`src/rtl/core/rncd_pkg.sv`:
```
`timescale 1ns / 1ps

package rncd_pkg;

    localparam int MAX_CODES  = 1024;
    localparam int CODE_WIDTH = 64;
    localparam int IDX_W      = $clog2(MAX_CODES);
    localparam int CNT_W      = IDX_W + 1;
    localparam int DIST_W     = 7;
    localparam int NUM_ROT    = 4;
    localparam int NUM_CELLS  = 4;

    localparam logic [1:0] CFG_GRID_SIDE = 2'd0;
    localparam logic [1:0] CFG_CODES     = 2'd1;
    localparam logic [1:0] CFG_RECOVERY  = 2'd2;

    localparam logic OP_LOAD   = 1'b0;
    localparam logic OP_DECODE = 1'b1;

    typedef enum logic [1:0] {
        ST_IDLE,
        ST_ROTATE,
        ST_SCAN,
        ST_DONE
    } state_t;

    // Running best match carried from cell to cell.
    typedef struct packed {
        logic                  have;
        logic [IDX_W-1:0]      index;
        logic [DIST_W-1:0]     distance;
        logic [1:0]            rotation;
        logic [CODE_WIDTH-1:0] code;
    } best_t;

    function automatic logic [CODE_WIDTH-1:0] turn_quarter(
        input logic [CODE_WIDTH-1:0] w,
        input logic [3:0]            d
    );
        logic [63:0] src;
        logic [63:0] res;
        int          k;
        src = 64'(w);
        res = '0;
        for (int r = 0; r < 8; r++) begin
            for (int c = 0; c < 8; c++) begin
                if (r < int'(d) && c < int'(d)) begin
                    // output position counted from the most recent shift
                    k = (r * int'(d)) + (int'(d) - 1 - c);
                    res[k] = src[r + int'(d) * c];
                end
            end
        end
        return res[CODE_WIDTH-1:0];
    endfunction

endpackage

```
`src/rtl/core/rncd_cell.sv`:
```
`timescale 1ns / 1ps

// One compare cell: distance of the entry to one rotation, merge into the
// running best, and pass entry and best on to the next cell.
module rncd_cell (
    input  logic                                 clk,
    input  logic                                 rst_n,
    input  logic                                 in_valid,
    input  logic [rncd_pkg::IDX_W-1:0]           in_index,
    input  logic [rncd_pkg::CODE_WIDTH-1:0]      in_entry,
    input  rncd_pkg::best_t                      in_best,
    input  logic [rncd_pkg::CODE_WIDTH-1:0]      view,
    input  logic [1:0]                           rot,
    output logic                                 out_valid,
    output logic [rncd_pkg::IDX_W-1:0]           out_index,
    output logic [rncd_pkg::CODE_WIDTH-1:0]      out_entry,
    output rncd_pkg::best_t                      out_best
);

    logic [rncd_pkg::DIST_W-1:0]      ham_dist;
    rncd_pkg::best_t                  best_next;
    logic                             valid_reg;
    logic [rncd_pkg::IDX_W-1:0]       index_reg;
    logic [rncd_pkg::CODE_WIDTH-1:0]  entry_reg;
    rncd_pkg::best_t                  best_reg;

    always_comb
    begin
        ham_dist = rncd_pkg::DIST_W'($countones(view ^ in_entry));
        best_next = in_best;
        if (in_valid && (!in_best.have || ham_dist < in_best.distance))
        begin
            best_next.have     = 1'b1;
            best_next.index    = in_index;
            best_next.distance = ham_dist;
            best_next.rotation = rot;
            best_next.code     = in_entry;
        end
    end

    always_ff @(posedge clk or negedge rst_n)
    begin
        if (!rst_n)
        begin
            valid_reg <= 1'b0;
        end
        else
        begin
            valid_reg <= in_valid;
        end
    end

    always_ff @(posedge clk)
    begin
        index_reg <= in_index;
        entry_reg <= in_entry;
        best_reg  <= best_next;
    end

    assign out_valid = valid_reg;
    assign out_index = index_reg;
    assign out_entry = entry_reg;
    assign out_best  = best_reg;

endmodule

```
`config.mk`:
```
export PLATFORM = sky130hd
export DESIGN_NAME = rncd_cell
export DESIGN_NICKNAME = d
export VERILOG_FILES = /design/src/rtl/core/rncd_pkg.sv /design/src/rtl/core/rncd_cell.sv
export SDC_FILE = /design/constraint.sdc
export NUM_CORES = 1
export LEC_CHECK = 0
export BUFFER_PORTS_ARGS = -buffer_cell sky130_fd_sc_hd__clkbuf_2
export CORE_AREA = 2 2 120 238
export CTS_BUF_LIST = sky130_fd_sc_hd__clkbuf_16
export DETAILED_ROUTE_END_ITERATION = 16
export DIE_AREA = 0 0 122 240
export HOLD_SLACK_MARGIN = 0.02
export PLACE_DENSITY = 0.51
export SLEW_MARGIN = 20
export SYNTH_ARGS = -nofsm -noshare
export SYNTH_HDL_FRONTEND = slang
export SYNTH_SLANG_ARGS = --single-unit
```
`constraint.sdc`:
```
create_clock -name clk -period 0.8 [get_ports clk]
set_input_delay 0 -clock clk [delete_from_list [all_inputs] [get_ports clk]]
set_output_delay 0 -clock clk [all_outputs]
set_load 0.01 [all_outputs]
```
Word-level counts from Yosys, hierarchy flattened
Cells that the tools add are included. W data, S select, Z words.

Bitwise operators: 1. Reductions and logical operators: 3. Order comparisons: 1. Mux-type cells: 1. Add/subtract/negate cells: 63.

Operators with widths (number): $mux W83 (1); $add A1 B1 Y2 (32); $xor A64 B64 Y64 (1); $add A2 B2 Y3 (16); $add A3 B3 Y4 (8); $add A4 B4 Y5 (4); $add A5 B5 Y6 (2); $add A6 B6 Y7 (1); $lt A7 B7 Y1 (1); $logic_and A1 B1 Y1 (1); $logic_not A1 Y1 (1); $logic_or A1 B1 Y1 (1).

Output and inout port bits: 159. Bits in registers: 159. Logic and storage cells: 77. Input port bits: 227.

Longest topological paths before layout
Gate-level depths: netlist (run 1).

Depth after elaboration: 11. Gate-level depth with buffers: 28. Depth with buffers taken out: 26.

Least setup slack after synthesis (run 1)
Ideal clock, no wire load.

Path type: input port to flip-flop. Start: input port view[15] in the netlist's numbering. End: register best_reg (netlist bit out_best[12]). Slack: -6.374 ns. Required time: 0.679 ns. Data arrival time: 7.053 ns. Library setup time: 0.121 ns. Cell stages on the path: 27. Path buffers: 2. Cells stage by stage: xor2_1 fa_1 inv_1 fa_1 inv_1 fa_1 fa_1 fa_1 fa_1 inv_1 fa_1 fa_1 inv_1 ha_1 fa_1 a21o_1 a21oi_1 o21bai_1 a21o_1 ha_1 nand4_1 nor2_1 a211oi_2 o21ai_1 buf_6 buf_6 mux2_4.

RTL lines: from (decl) (line rncd_cell.sv:12) `input logic [rncd_pkg::CODE_WIDTH-1:0] view,`; to (signal assigned) (line rncd_cell.sv:57) `best_reg <= best_next;`; to (decl) (line rncd_cell.sv:25) `rncd_pkg::best_t best_reg;`.

==> impl_metrics.toml, run 1 <==
[synthesis]
synth.distinct_cells = 23
yosysWarnings = 0
netlist_area_um2 = 6741
synth.avg_cell_area_um2 = 14.50
ys_ff_latch = 159
ys_top_cells_by_area = "dfxtp_1, fa_1, mux2_4, xor2_1, xnor2_1"
ys.flop_type = "dfxtp_1"
synth_edf_count = 0
synth_top_area_share_pct = 46.92
seq_area_frac_synth_pct = 47.29
synthCells = 465
async_flop_share_pct = 0.6289
yosysTopAreaCell = "dfxtp_1"
synthesis.nets = 767

[routing]
post-route-drc-count = 0
drtPass1Iterations = 4
viasPerCell = 3.929
drt_wl_total_um = 25600
detail_route.wl_per_cell_um = 17.34
ant_nets = 0
drt_iter0_drc = 106
num_vias = 5803

[setup_path]
critPathMostFrequentCell = "fa_1"
worstSetupPathType = "in2reg"
critPathMaxStageDelay_ps = 570
cp.required_ps = 1120
crit_fanout = 14
cp_slowest_cell = "fa_1"
cp.arrival_ps = 7120
worstSetupEndpointType = "register"
start_kind = "primary input"

[pwr]
peakVddDrop_mv = 5.190
power_mw = 67.33
power.density_nw_per_um2 = 5194
p_leak_nw = 6.417

[cts]
h-tree-depth = 4
cts_tree = "built"
cts_buffer_depth = 2
clk_pin_slew_worst_paths_ps = 70
cts.sinks = 159
cts_root_buf = "clkbuf_16"
cts_buffers = 17

[job]
cap_violations = 0

[finish]
drive_above_1_share_pct = 62.28
mostFrequentLayoutCell = "clkbuf_2"
fill_cells = 2475
area_delta_synth_final_pct = 92.28
finalInstanceArea_um2 = 12960
final_util_pct = 47.24
nNetsFinal = 1413
final_cell_mix = "clkbuf_2, dlygate4sd3_1, mux2_4, dfxtp_2, buf_4"

[min_path]
hold_class = "in2reg"
worstHoldPathCells = 4
min_to = "out_best[66]"
min_from = "view[2]"

[sta]
rsz0062_at_grt = "yes"
maxSlewViolCount = 0
finalHoldViolations = 0
fin_ws_ps = -5993
slew_headroom_pct = 71.61
fmax_ghz = 0.1472
finalCriticalPeriod_ps = 6793
min_period_over_period_pct = 849.2
finalSetupViolCount = 242
worst_slew_pin_slew_ps = 422.8

[floorplanning]
ioPinCount = 386
initial_core_util_pct = 24.57
die_x_um = 122
die_y_um = 240
coreArea_um2 = 27440
floorplan.die_area_um2 = 29280
placementRows = 86

[global_route]
grt_pass1_vias = 6365
grt_max_degree = 17
grt-ovfl-total = 0
antenna_found_initial = 1
grt_pass1_wl_um = 35510
gr-usage-all-layers_pct = 16.93

[placed_design]
place_congestion = 0.8034
io_buffers = 385
placed_cell_area_um2 = 9679
dp_hpwl_um = 19140

[outcome]
outcome = "finished, violations left"
violations = "negative setup slack"
==> cell families (layout without fill, tap and decap cells) <==
logic type	count (synthesis)	after routing	share of synthesized area, %
other	0	1	0
buffers and inverters	59	718	4.194
AND/OR/NAND/NOR	6	6	0.4456
XOR/XNOR	68	68	8.834
multiplexers	83	83	17.76
adder cells (fa/ha/maj)	75	75	19.93
AO/OA/AOI/OAI	15	15	1.540
flip-flops	159	159	47.29
==> cell type report <==
cell class | instances | area, um^2 | share of cell area, %
inverter | 50 | 187.7 | 1.448
clock inverter | 15 | 151.4 | 1.168
timing repair buffer | 636 | 4984 | 38.45
tap | 352 | 440.4 | 3.398
sequential | 159 | 3291 | 25.39
antenna | 1 | 2.502 | 0.01931
clock buffer | 17 | 425.4 | 3.282
multi-input combinational | 247 | 3481 | 26.85
==> worst max path at each step <==
stage | start | endpoint | depth (start not counted)
after floorplan | view[63] | out_best[12] | 27
after global placement | in_entry[43] | out_best[31] | 28
after detailed placement | in_entry[43] | out_best[37] | 28
after CTS | view[13] | out_best[47] | 28
after global routing | view[15] | out_best[56] | 29
final | view[41] | out_best[56] | 29
==> cells in the mapped netlist, types with 3 or more instances <==
library cell,instances
a21o_1,3
a21oi_1,3
buf_6,8
dfxtp_1,158
fa_1,54
ha_1,21
inv_1,50
mux2_2,13
mux2_4,70
nor2_1,3
xnor2_1,32
xor2_1,36
==> stage by stage <==
step / TNS, ps / hold WS [ps] / setup WS (ps) / std cells
after floorplan: -499560 / -295.6 / -6032 / 465
after global placement: -543880 / -224.9 / -6593 / 1271
after detailed placement: -550600 / -220.4 / -6683 / 1271
after CTS: -524470 / 177.5 / -6137 / 1473
after global routing: -532720 / 194.2 / -6242 / 1477
final: -506410 / 200.3 / -5993 / 1477
==> critical path: cells and delay by family <==
kind,cells,cell delay (ps)
muxes,1,300
buffers and inverters,9,830
AOI/OAI and AO/OA,5,780
and+or+nand+nor,1,80
adders and majority gates,11,4820
xor gates and xnor gates,2,270
==> where the power goes <==
group	switching (mW)	internal (mW)	total, mW
Combinational	21.4	26.3	47.7
Sequential	0.892	10.6	11.5
Clock	3.74	4.39	8.13
Total	26.1	41.3	67.3
==> layer usage <==
layer  up-vias  global-route usage [%]  part of all wire (%)
met2       212                   32.15                    58
met4         0                   8.011                   3.6
met5         -                       0                     0
li1       2776                       -                     -
met1      2763                   17.02                    34
met3        52                   3.795                   4.5
==> timing repair <==
action / in CTS / in global routing
cloned: 4 / 1
setup endpoints to repair: 242 / 242
buffers inserted: 3 / 2
pin swaps: 11 / 8
endpoints found under the hold margin: 160 / 0
hold buffers: 163 / 0
gates resized for setup: 78 / 307
==> flip-flops by register name, indices dropped and copies added, names as in the netlist <==
name	cells
out_valid	1
out_entry	64
out_index	10
out_best	84
No activity file was read; power rests on OpenSTA's default activity.
==> inputs of run 2 (changes only) <==
--- a/config.mk
+++ b/config.mk
@@ -6,12 +6,14 @@
 export NUM_CORES = 1
 export LEC_CHECK = 0
 export BUFFER_PORTS_ARGS = -buffer_cell sky130_fd_sc_hd__clkbuf_2
-export CORE_AREA = 2 2 120 238
+export CORE_AREA = 2 2 148 150
 export CTS_BUF_LIST = sky130_fd_sc_hd__clkbuf_16
 export DETAILED_ROUTE_END_ITERATION = 16
-export DIE_AREA = 0 0 122 240
+export DIE_AREA = 0 0 150 152
 export HOLD_SLACK_MARGIN = 0.02
-export PLACE_DENSITY = 0.51
+export PLACE_DENSITY = 0.62
+export REMOVE_ABC_BUFFERS = 1
+export SKIP_LAST_GASP = 1
 export SLEW_MARGIN = 20
 export SYNTH_ARGS = -nofsm -noshare
 export SYNTH_HDL_FRONTEND = slang
==> impl_metrics.toml, run 2 (same netlist as run 1, synthesis figures left out) <==
[outcome]
outcome = "finished, violations left"
violations = "negative setup slack"

[sta]
finalSetupViolCount = 242
worst_slew_pin_slew_ps = 331.1
tns_ps = -512640
min_period_over_period_pct = 862.6
fmax_ghz = 0.1449
finalCriticalPeriod_ps = 6901
maxSlewViolCount = 0
fin_ws_ps = -6101
slew_headroom_pct = 77.77
rsz0062_at_grt = "yes"
finalHoldViolations = 0

[placed_design]
dp_slack_ps = -6884
place_congestion = 0.8081
dp_hpwl_um = 15060
io_buffers = 385

[setup_path]
worstSetupPathType = "in2reg"
start_kind = "primary input"
cp.required_ps = 1110
crit_fanout = 7
critPathMostFrequentCell = "fa_1"
critPathMaxStageDelay_ps = 550
cp.arrival_ps = 7210
endpoint = "out_best[68]"
worstSetupEndpointType = "register"
critPathLaunch = "view[53]"
cp_slowest_cell = "fa_1"

[finish]
final_cell_mix = "clkbuf_2, dlygate4sd3_1, dfxtp_1, buf_2, dfxtp_2"
area_delta_synth_final_pct = 89.31
final_util_pct = 59.78
regArea_um2 = 3286
drive_above_1_share_pct = 61.52
mostFrequentLayoutCell = "clkbuf_2"
nNetsFinal = 1404
fill_cells = 1641
multi_input_area_um2 = 3415
n_antenna_cell = 0
largest_reg_flops = 84

[routing]
num_vias = 5765
viasPerCell = 4.133
post-route-drc-count = 0
detail_route.wl_per_cell_um = 16.42
wirelength_met1_um = 8212
drt_wl_total_um = 22910
drtPass1Iterations = 4
dr_wl_met3_um = 1995
ant_nets = 0
routed.top_layer = "met4"
met2_length_um = 12140
drt_iter0_drc = 150

[global_route]
grt_pass1_vias = 6441
antenna_found_initial = 0
grt_max_degree = 19
grt-ovfl-total = 0
gr-usage-all-layers_pct = 19.09
grt_pass1_wl_um = 33130

[floorplanning]
coreArea_um2 = 21350
floorplan.die_area_um2 = 22800
placementRows = 54
initial_core_util_pct = 31.58
ioPinCount = 386
die_x_um = 150
die_y_um = 152

[min_path]
hold_class = "in2reg"

[pwr]
power_mw = 67.30
peakVddDrop_mv = 5.707
p_leak_nw = 6.325
power.density_nw_per_um2 = 5273

[cts]
h-tree-depth = 4
clk_pin_slew_worst_paths_ps = 70
cts_buffer_depth = 2
cts.sinks = 159
cts_tree = "built"
cts_root_buf = "clkbuf_16"
cts_buffers = 17

[job]
cap_violations = 0
run 2: critical path, delay by kind of cell:
kind,cells,cell delay (ps)
xor gates and xnor gates,2,240
AOI/OAI and AO/OA,5,870
buffers and inverters,9,790
muxes,1,290
adders and majority gates,11,4890
and+or+nand+nor,1,90
run 2: area by class of cell:
cell class	instances	share of cell area, %
Clock inverter	15	1.480
Inverter	50	1.471
Timing Repair Buffer	627	38.47
Tap cell	280	2.745
Sequential cell	159	25.75
Clock buffer	17	3.333
Multi-Input combinational cell	247	26.75
run 2: worst min path at each step:
stage	start	slack, ps	endpoint	depth (start not counted)
2_1_floorplan	rst_n	-300	out_valid	0
3_3_place_gp	rst_n	-230	out_valid	1
3_5_place_dp	rst_n	-220	out_valid	1
6_report	view[2]	200	out_best[66]	4
5_1_grt	view[2]	210	out_best[66]	4
4_1_cts	view[2]	180	out_best[66]	4
run 2: metal layers:
layer,track usage (%),vias up
li1,-,2765
met1,20.31,2695
met2,35.14,266
met3,6.366,39
met4,6.065,0
met5,0,-
run 2: repair_timing:
action | 4_1_cts | 5_1_grt
pin swaps | 20 | 29
buffers inserted | 6 | 2
hold buffers | 163 | 0
endpoints found under the hold margin | 160 | 0
endpoints found under the setup margin | 242 | 242
gates resized for setup | 57 | 311
cloned | 5 | 3
run 2: metrics by stage:
step | std cells | hold slack [ps] | area, um^2
floorplan | 456 | -295.6 | 6646
global placement | 1186 | -225.6 | 9460
detailed placement | 1186 | -223.2 | 9460
CTS | 1391 | 176.5 | 12040
global route | 1395 | 206.6 | 12760
finish | 1395 | 197.2 | 12760
run 2: power by group:
part	switching, mW	internal (mW)
sequential	0.860	10.5
clock	3.90	4.52
combinational	20.8	26.7
==> inputs of run 3 (changes only) <==
--- a/config.mk
+++ b/config.mk
@@ -13,6 +13,7 @@
 export HOLD_SLACK_MARGIN = 0.02
 export PLACE_DENSITY = 0.62
 export REMOVE_ABC_BUFFERS = 1
+export SKIP_CTS_REPAIR_TIMING = 1
 export SKIP_LAST_GASP = 1
 export SLEW_MARGIN = 20
 export SYNTH_ARGS = -nofsm -noshare
==> impl_metrics.toml, run 3 (same netlist as run 1, synthesis figures left out) <==
[outcome]
outcome = "finished, violations left"
violations = "negative setup slack"

[placed_design]
placed_cell_area_um2 = 9460
dp_slack_ps = -6884
dp_cells = 1186
dp_hpwl_um = 15060
place_congestion = 0.8081
io_buffers = 385

[sta]
worst_slew_pin_slew_ps = 366.1
finalCriticalPeriod_ps = 7078
slew_headroom_pct = 75.42
rsz0062_at_grt = "yes"
finalHoldViolations = 0
min_period_over_period_pct = 884.8
maxSlewViolCount = 0
holdWs_ps = 201.7
finalSetupViolCount = 242
tns_ps = -525140
fmax_ghz = 0.1413
fin_ws_ps = -6278

[finish]
finalInstanceArea_um2 = 12480
final_cells = 1390
largest_reg_flops = 84
drive_above_1_share_pct = 59.55
regArea_um2 = 3273
multi_input_area_um2 = 3388
final_cell_mix = "clkbuf_2, dlygate4sd3_1, buf_2, dfxtp_1, mux2_4"
nNetsFinal = 1399
mostFrequentLayoutCell = "clkbuf_2"
fill_cells = 1691
area_delta_synth_final_pct = 85.19
n_antenna_cell = 0

[pwr]
p_sw_share_pct = 38.22
combPwrFrac_pct = 69.7
p_switching_mw = 24.94
peakVddDrop_mv = 5.417
power.density_nw_per_um2 = 5227
cell_internal_pwr_mw = 40.31
seqPwrFrac_pct = 17.5
p_leak_nw = 6.222
clkPwrFrac_pct = 12.8

[setup_path]
critPathBufInv = 8
cp_num_cells = 29
cp.arrival_ps = 7390
critPathMostFrequentCell = "fa_1"
cp_slowest_cell = "fa_1"
critPathLaunch = "view[35]"
critPathTopFamily = "adder cells"
worstSetupEndpointType = "register"
start_kind = "primary input"
worstSetupPathType = "in2reg"
endpoint = "out_best[33]"
crit_fanout = 8
cp.required_ps = 1110
critPathMaxStageDelay_ps = 590

[global_route]
grt-ovfl-total = 0
grt_pass1_vias = 5349
grt_pass1_wl_um = 26970
gr-usage-all-layers_pct = 15.65
antenna_found_initial = 0
grt_max_degree = 32

[cts]
clk_pin_slew_worst_paths_ps = 70
h-tree-depth = 4
cts.sinks = 159
cts_buffers = 17
cts_tree = "built"
cts_root_buf = "clkbuf_16"
cts_buffer_depth = 2

[routing]
num_vias = 5742
detail_route.wl_per_cell_um = 15.70
dr_wl_met3_um = 1735
drt_wl_total_um = 21820
viasPerCell = 4.131
ant_nets = 0
met2_length_um = 11440
wirelength_met1_um = 8023
post-route-drc-count = 0
routed.top_layer = "met4"
drt_iter0_drc = 148
drtPass1Iterations = 4

[floorplanning]
die_y_um = 152
placementRows = 54
ioPinCount = 386
coreArea_um2 = 21350
die_x_um = 150
floorplan.die_area_um2 = 22800
initial_core_util_pct = 31.58

[job]
cap_violations = 0

[min_path]
hold_class = "in2reg"
-- run 3: power by group through the flow --
stage               registers, mW  logic (mW)  clock network [mW]
global placement             11.0        36.4                   0
finish                       11.4        45.5                8.38
floorplan                    9.59        21.2                   0
detailed placement           11.0        36.9                   0
CTS                          10.9        36.6                8.61
global route                 11.2        46.2                8.95
-- run 3: area by class of cell --
class | instances | share of cell area, %
timing repair buffer | 622 | 37.41
multi-input combinational | 247 | 27.14
sequential | 159 | 26.22
clock buffer | 17 | 3.407
tap | 280 | 2.806
clock inverter | 15 | 1.513
inverter | 50 | 1.503
-- run 3: per-stage QoR --
stage	util [%]	total power, mW
after floorplan	-	30.75
after global placement	44.31	47.39
after detailed placement	44.31	47.92
after CTS	47.19	56.08
after global routing	58.47	66.38
final	58.47	65.25
-- run 3: worst min-delay path by stage --
stage	start	endpoint	cells past startpoint
final	view[2]	out_best[66]	4
after global routing	in_valid	out_best[68]	4
after detailed placement	rst_n	out_valid	1
after floorplan	rst_n	out_valid	0
after global placement	rst_n	out_valid	1
after CTS	rst_n	out_valid	1
-- run 3: per-layer routing --
metal  up-vias  global-route usage, %
li1       2756                      -
met1      2673                  16.93
met2       272                  27.96
met3        41                  5.886
met4         0                  5.031
met5         -                      0
-- run 3: tightest hold or removal path, cell delays in order --
cell and delay (ps):
clkbuf_2 80, xor2_1 190, ha_2 180, mux2_4 130
